[src/sv/dac_table.sv]
`timescale 1ns / 1ps
// Allocation/need store: one write port, one registered read port.
// Depends on nothing.
module dac_table #(
   parameter int ADDR_W = 5,
   parameter int DATA_W = 32
) (
   input  logic              clock,
   input  logic              wr_en,
   input  logic [ADDR_W-1:0] wr_addr,
   input  logic [DATA_W-1:0] wr_data,
   input  logic [ADDR_W-1:0] rd_addr,
   output logic [DATA_W-1:0] rd_data
);

   logic [DATA_W-1:0] mem [2**ADDR_W];

   always_ff @(posedge clock) begin
      if (wr_en) begin
         mem[wr_addr] <= wr_data;
      end
      rd_data <= mem[rd_addr];
   end

endmodule

[config.mk]
export PLATFORM = sky130hd
export DESIGN_NAME = dac_table
export DESIGN_NICKNAME = d
export VERILOG_FILES = /design/src/sv/dac_table.sv
export SDC_FILE = /design/constraint.sdc
export NUM_CORES = 1
export LEC_CHECK = 0
export ABC_AREA = 1
export BUFFER_PORTS_ARGS = -buffer_cell sky130_fd_sc_hd__clkbuf_2
export CAP_MARGIN = 20
export CORE_MARGIN = 10
export CORE_UTILIZATION = 47
export CTS_BUF_LIST = sky130_fd_sc_hd__clkbuf_16
export DETAILED_ROUTE_END_ITERATION = 10
export GPL_TIMING_DRIVEN = 0
export PLACE_DENSITY_LB_ADDON = 0.25
export SYNTH_ARGS = -nofsm -noshare
export SYNTH_HDL_FRONTEND = slang
export SYNTH_SLANG_ARGS = --single-unit
[constraint.sdc]
create_clock -name clock -period 3.25 [get_ports clock]
set_input_delay 0.8125 -clock clock [delete_from_list [all_inputs] [get_ports clock]]
set_output_delay 0.8125 -clock clock [all_outputs]
set_load 0.01 [all_outputs]
## After elaboration in Yosys (flattened, before gate mapping)

Memories as Yosys holds them, arrays and structs flattened. A register that Yosys moved wholly into a read port is not among the register bits.
Cells that the tools add are included.

- Register bits after elaboration: 0
- Memory bits (writable): 1,024
- Bits of input ports: 44
- Logic and storage cells: 3
- Memories kept: 1

- Muxes and demuxes: 2

Memories:

| name | depth | bits a word | rd ports | clocked after memory_dff | write ports | line | source |
|---|---|---|---|---|---|---|---|
| mem | 32 | 32 | 1 | 1 | 1 | 16 | `logic [DATA_W-1:0] mem [2**ADDR_W];` |

Operator list:

| cell | count |
|---|---|
| 2-to-1 mux 1 bit | 2 |

## Longest topological paths before layout

Gate-level depths: netlist (run 1).

- Word-level depth: 2
- Mapped depth: 12

## Worst setup path after synthesis (run 1)

No wires, ideal clock.

- Kind: input port to flip-flop
- Start point: input wr_addr[0]
- End point: memory mem[8][0] (enable)
- Setup time: 0.421 ns
- Arrival time: 2.468 ns
- Data required time: 2.829 ns
- Setup slack: 0.361 ns
- Stages: 3
- Path buffers: 0
- Cells stage by stage: inv_1 > nand3_1 > nor2_1

RTL lines:

| item | line | source |
|---|---|---|
| from (decl) | 10 | `input logic [ADDR_W-1:0] wr_addr,` |
| to (decl) | 16 |  |

Straight into the memory's write port.

## Worst setup path after layout (run 1)

- Start point: input wr_addr[0]
- End point: memory mem[24][22] (enable)

Straight into the memory's write port.

==> metrics, run 1 <==
RSZ-0062 raised after global routing false; kind of critical path in -> reg; internal power 22.3 mW; max-cap violations 0; Comb pwr share 0.072; Cell variety after synth 14; status finished clean; CP Max Fanout 17; sw power 6.84 mW; Reg power frac 0.522; placer congestion estimate 0.890; Fin Setup TNS 0 ns; Starting Density 0.473; Worst Reg-to-Reg Cells 8; Pre-antenna DRT Iters 5; cts hold-fix bufs 0; Die X 320 um; clk_skew 0.0294 ns; Post-Syn Area 42400 um^2; Post-DP HPWL 82.6 mm; dpl cells 4816; Max clock buf depth 3; Buf/Inv on CP 3; Clock Tree Root clkbuf_16; net count after synthesis 3580; GRT Overall Usage 0.242; cell taking the most area after synthesis edfxtp_1; reg2reg end rd_data[15]$_DFF_P_; # setup viols final 0; Synth top cells by count 1440 x nand2_1, 1024 x edfxtp_1, 780 x nand3_1, 83 x buf_2, 66 x buf_6; post-layout min period 2.50 ns; worst skew pair latency 0.70 ns; async set-reset flop share out of synthesis 0; top cell type's share of synthesized area 0.725; Final Max Tran Viols 0; Synth Instances 3536; Slew HR 0.213; Net count, final 3795; remaining antenna violation count 0; met3 WL 12.6 mm; maximum vdd ir drop 421 uV; met2 routed WL 59.1 mm; Critical Path RT 3.63 ns; flop-to-flop setup slack 1.84 ns; Hold Path Sink rd_data[31]$_DFF_P_; CP Launch Type input pin; slowest stage cell, crit path nor2_4; Worst Hold Launch rd_addr[4]; f_max 401 MHz; Leak 18.1 nW; I/O pin cnt 76; post-DR wirelength/cell 25.0 um; final cell count without fillers 5023; Post-synth EDFFs 1024; critical path's top delay family simple AND/OR/NAND/NOR gates; count leader, synth nand2_1; final wirelength 126 mm; crit path DAT 2.87 ns; total number of vias 28400; met1 WL 47.9 mm; post-route clock period utilization 0.768; ratio of cells with drive above 1 in the final layout 0.121; vias in the first global route 27400; Die H 320 um; vias per cell 5.66; CTS HTree Levels 3; clk sinks 1056; core area 89700 um^2; Layout Utilization 0.541; port bufs 72; largest stage delay on the critical path 0.96 ns; Slew @ Worst Pin 1.18 ns; Reg-to-Reg Start mem[21][15]$_DFFE_PP_; Avg Synthesized Cell Area 12.0 um^2; Synth Warn # 0; first-pass GRT wire length 182 mm; TritonCTS buffer count 109; area added between synthesis and finish 14.5%; CP endpoint kind register; # DRC 0; standard-cell rows 110; Seq/Total Area, Yosys 0.740; largest net degree at the start of global routing 33; Pwr Density 599 nW/um^2; main area contributors after synthesis edfxtp_1 73%, nand2_1 13%, nand3_1 9.2%, buf_6 1.8%, dfxtp_1 1.5%; Tightest Hold Check Type in -> reg; CP cell instances clkbuf_2 -> inv_1 -> nand3_1 -> nor2_4 -> buf_16; register bit total from synthesis 1056; Post-synth top flop edfxtp_1; antenna violations before repair 6; Clock Power Share 0.407; post-CTS setup buffer count 0; max layer used met5; initial drt markers 3693; final hold viol count 0; clock-pin slew on the worst setup and hold paths 0.06 ns; worst hold path stage count 3; CTS tree built; Die ar. 103000 um^2; switch share 0.235; global route overflow 0; CTS resizes 0
-- placed cells by master, fill, tap and decap left out, types with 2 or more instances in the layout --
cell type and instances:
nand2_1 1440, edfxtp_1 1024, nand3_1 780, clkbuf_16 111, buf_2 83, clkbuf_2 72, buf_6 66, inv_1 33
nor2_4 32, dfxtp_1 32, clkinv_1 27, clkinv_2 26, clkbuf_1 24, buf_4 24, buf_12 24, buf_1 18
buf_16 8, bufinv_16 5, diode_2 3, buf_8 3, inv_2 2, inv_16 2, clkinv_8 2, inv_4 2
-- worst reg2reg max path, stage by stage (launching register included) --
cell and delay, ns:
edfxtp_1 0.35, nand2_1 0.07, nand3_1 0.10, nand3_1 0.16, nand2_1 0.08, nand2_1 0.06, nand2_1 0.14, nand2_1 0.20
nand2_1 0.13
-- layout make-up --
cell class	count	area, um^2
multi-input combinational	2252	9670
timing repair buffer	104	1060
fill	7499	41200
buffer	218	1540
antenna	3	7.51
clock buffer	111	2780
sequential	1056	31400
clock inverter	93	611
tap	1176	1470
inverter	10	45.0
-- cells by family (layout without fill, tap and decap cells) --
kind of cell	Yosys count	count (layout)	synth area share
DFF	1056	1056	0.740
and+or+nand+nor	2252	2252	0.222
buffers and inverters	228	536	0.0374
other	0	3	0
-- state kept, by name (all words and copies together), names as in the netlist --
| name | cells |
|---|---|
| mem | 1024 |
| rd_data | 32 |
-- power groups by stage --
stage / clock (mW) / combinational [mW] / sequential, mW
floorplan: 0 / 1.04 / 15.5
global placement: 0 / 1.98 / 15.5
detailed placement: 0 / 2.05 / 15.5
CTS: 11.9 / 2.06 / 15.2
global route: 12.5 / 2.24 / 15.2
finish: 11.8 / 2.09 / 15.2
-- how the worst max path moves through the flow --
stage,start,endpoint,slack [ns],cells after the start
floorplan,wr_addr[0],mem[8][0]$_DFFE_PP_,0.36,3
global placement,wr_addr[0],mem[24][23]$_DFFE_PP_,-1.70,4
detailed placement,wr_addr[1],mem[24][23]$_DFFE_PP_,0.06,5
CTS,wr_addr[1],mem[24][21]$_DFFE_PP_,0.77,5
global route,wr_addr[1],mem[24][21]$_DFFE_PP_,0.67,5
finish,wr_addr[0],mem[24][22]$_DFFE_PP_,0.75,5
-- stage by stage --
step | hold slack, ns | area (um^2) | setup WS (ns) | total power, mW
final | 0.739 | 48600 | 0.755 | 29.1
after global routing | 0.751 | 48600 | 0.674 | 29.9
after CTS | 0.687 | 48600 | 0.773 | 29.2
after detailed placement | 0.789 | 45200 | 0.0578 | 17.5
after global placement | 0.800 | 44200 | -1.70 | 17.5
after floorplan | 0.688 | 42400 | 0.361 | 16.5
-- metal layers --
metal / track usage / up-vias
met5: 0 / -
met1: 0.315 / 13800
met3: 0.0417 / 298
met4: 0.118 / 2
met2: 0.392 / 1534
li1: - / 12800
(Power assumes the default switching activity.)
==> inputs of run 2 (changes only) <==
- clock period: 3.25 -> 2 ns (I/O delays scaled with it)
==> metrics, run 2 (synthesis results as in run 1) <==
status finished clean; FF/Latch Area 31400 um^2 (unchanged); global route overflow 0 (unchanged); biggest regs mem (1024), rd_data (32); Buf/Inv on CP 3 (unchanged); flop-to-flop setup slack 0.56 ns (-1.28 ns); # fillers 7421 (-1.0%); Pre-antenna DRT Iters 6 (+1); post-DR wirelength/cell 25.2 um (+0.46%); reg2reg end rd_data[18]$_DFF_P_; area added between synthesis and finish 15.8%; RSZ-0062 raised after global routing false; slowest stage cell, crit path nor2_4; worst skew pair latency 0.69 ns (about the same); core area 89700 um^2 (unchanged); Leak 18.4 nW (+1.6%); f_max 504 MHz; total number of vias 28600 (+0.55%); clk_skew 0.0304 ns (+0.00103 ns); Fin Setup TNS 0 ns (unchanged); I/O pin cnt 76 (unchanged); critical path's top delay family simple AND/OR/NAND/NOR gates; largest stage delay on the critical path 0.70 ns (-0.26 ns); Die X 320 um (unchanged); commonest non-fill, non-tap cell in the layout nand2_1; Max clock buf depth 3 (unchanged); Slew @ Worst Pin 1.19 ns (+0.00485 ns); clk sinks 1056 (unchanged); CP Max Fanout 25 (+8); Critical Path RT 2.35 ns (-1.28 ns); Reg-to-Reg Start mem[28][18]$_DFFE_PP_; max-cap violations 0 (unchanged); max reg flops 1024 (unchanged); met3 WL 12.3 mm (-2.2%); post-layout min period 1.98 ns; placer congestion estimate 0.843 (-5.2%); Worst Reg-to-Reg Cells 8 (unchanged); Critical Path Stages 5 (unchanged); Post-Route Hold Slack 0.571 ns (-0.168 ns); initial drt markers 3335 (-9.7%); final cell count without fillers 5063 (+0.80%); Final Max Tran Viols 0 (unchanged); kind of critical path in -> reg; Net count, final 3832 (+0.97%); Post-DP HPWL 82.7 mm (+0.19%); largest net degree at the start of global routing 33 (unchanged); # setup viols final 0 (unchanged); TritonCTS buffer count 109 (unchanged); maximum vdd ir drop 737 uV (+75%); Pwr Density 977 nW/um^2 (+63%); Clock Tree Root clkbuf_16; CTS tree built; cts hold-fix bufs 0 (unchanged); port bufs 72 (unchanged); Slew HR 0.210 (-0.00323); Die H 320 um (unchanged); Die ar. 103000 um^2 (unchanged); Placed Area 45200 um^2 (unchanged); standard-cell rows 110 (unchanged); worst hold path stage count 1 (-2); Starting Density 0.473 (unchanged); met2 routed WL 61.1 mm (+3.4%); remaining antenna violation count 0 (unchanged); CP startpoint wr_addr[0]; ratio of cells with drive above 1 in the final layout 0.132 (+0.0109); antenna violations before repair 5 (-1); max layer used met4; vias in the first global route 27400 (-0.084%); dpl cells 4816 (unchanged); CP cell instances clkbuf_2 -> inv_1 -> nand3_1 -> nor2_4 -> buf_12; Tightest Hold Check Type in -> reg; Multi-input gate area 9670 um^2 (about the same); final instance area 49100 um^2 (+1.1%); post-route clock period utilization 0.992; vias per cell 5.64 (-0.25%); final wirelength 127 mm (+1.3%); final hold viol count 0 (unchanged); CP Launch Type input pin; met1 WL 49.1 mm (+2.6%); most flop-heavy register mem; most frequent cells in the layout 1440 x nand2_1, 1024 x edfxtp_1, 779 x nand3_1; clock-pin slew on the worst setup and hold paths 0.06 ns (about the same); crit path DAT 2.34 ns (-0.53 ns); CTS HTree Levels 3 (unchanged); CP endpoint kind register; GRT Overall Usage 0.244 (+0.00196); first-pass GRT wire length 184 mm (+0.95%); # DRC 0 (unchanged); CP endpoint mem[2][20]$_DFFE_PP_
[run 2: cell types whose count changed in the layout (fill, tap and decap cells not counted), sizes merged]
cell	delta
clkinv	-6
bufinv	+5
clkinvlp	+2
buf	+34
diode	+1
clkbuf	+4
[run 2: metrics by stage]
step | setup WS (ns) | total power [mW] | utilization
2_1_floorplan | -0.203 | 26.9 | -
3_3_place_gp | -1.59 | 28.4 | 0.494
3_5_place_dp | -0.891 | 28.5 | 0.503
4_1_cts | 0.0336 | 48.0 | 0.546
5_1_grt | 0.00229 | 49.3 | 0.547
6_report | 0.0166 | 48.0 | 0.547
[run 2: worst min path at each step]
stage	endpoint	from	slack (ns)
2_1_floorplan	mem[0][0]$_DFFE_PP_	wr_data[0]	0.60
3_3_place_gp	rd_data[4]$_DFF_P_	mem[30][4]$_DFFE_PP_	0.80
3_5_place_dp	rd_data[4]$_DFF_P_	mem[30][4]$_DFFE_PP_	0.80
4_1_cts	mem[16][0]$_DFFE_PP_	wr_data[0]	0.51
5_1_grt	mem[16][0]$_DFFE_PP_	wr_data[0]	0.56
6_report	mem[7][25]$_DFFE_PP_	wr_data[25]	0.57
[run 2: where the power goes]
group          switching, mW  internal, mW
logic                   2.52         0.888
registers             0.0723          24.6
clock network           8.48          11.4
[run 2: per-layer routing]
| metal | track usage | up-vias |
|---|---|---|
| met5 | 0 | - |
| met2 | 0.404 | 1521 |
| met4 | 0.0977 | 0 |
| met1 | 0.322 | 13900 |
| li1 | - | 12900 |
| met3 | 0.0367 | 265 |
[run 2: final cells by class]
| cell class | instances | share of cell area |
|---|---|---|
| Clock inverter | 94 | 0.0142 |
| Buffer | 218 | 0.0315 |
| Tap cell | 1176 | 0.0300 |
| Clock buffer | 112 | 0.0571 |
| Antenna cell | 4 | 0.000204 |
| Timing Repair Buffer | 141 | 0.0301 |
| Sequential cell | 1056 | 0.639 |
| Multi-Input combinational cell | 2252 | 0.197 |
| Inverter | 10 | 0.000917 |
[run 2: what timing repair did]
item                                    in CTS  in global routing
gates resized for setup                      1                  4
endpoints found under the setup margin     245                 93
gates cloned                                 0                  0
setup buffers                               29                  8
hold endpoints to repair                     0                  0
pin swaps                                   14                  3
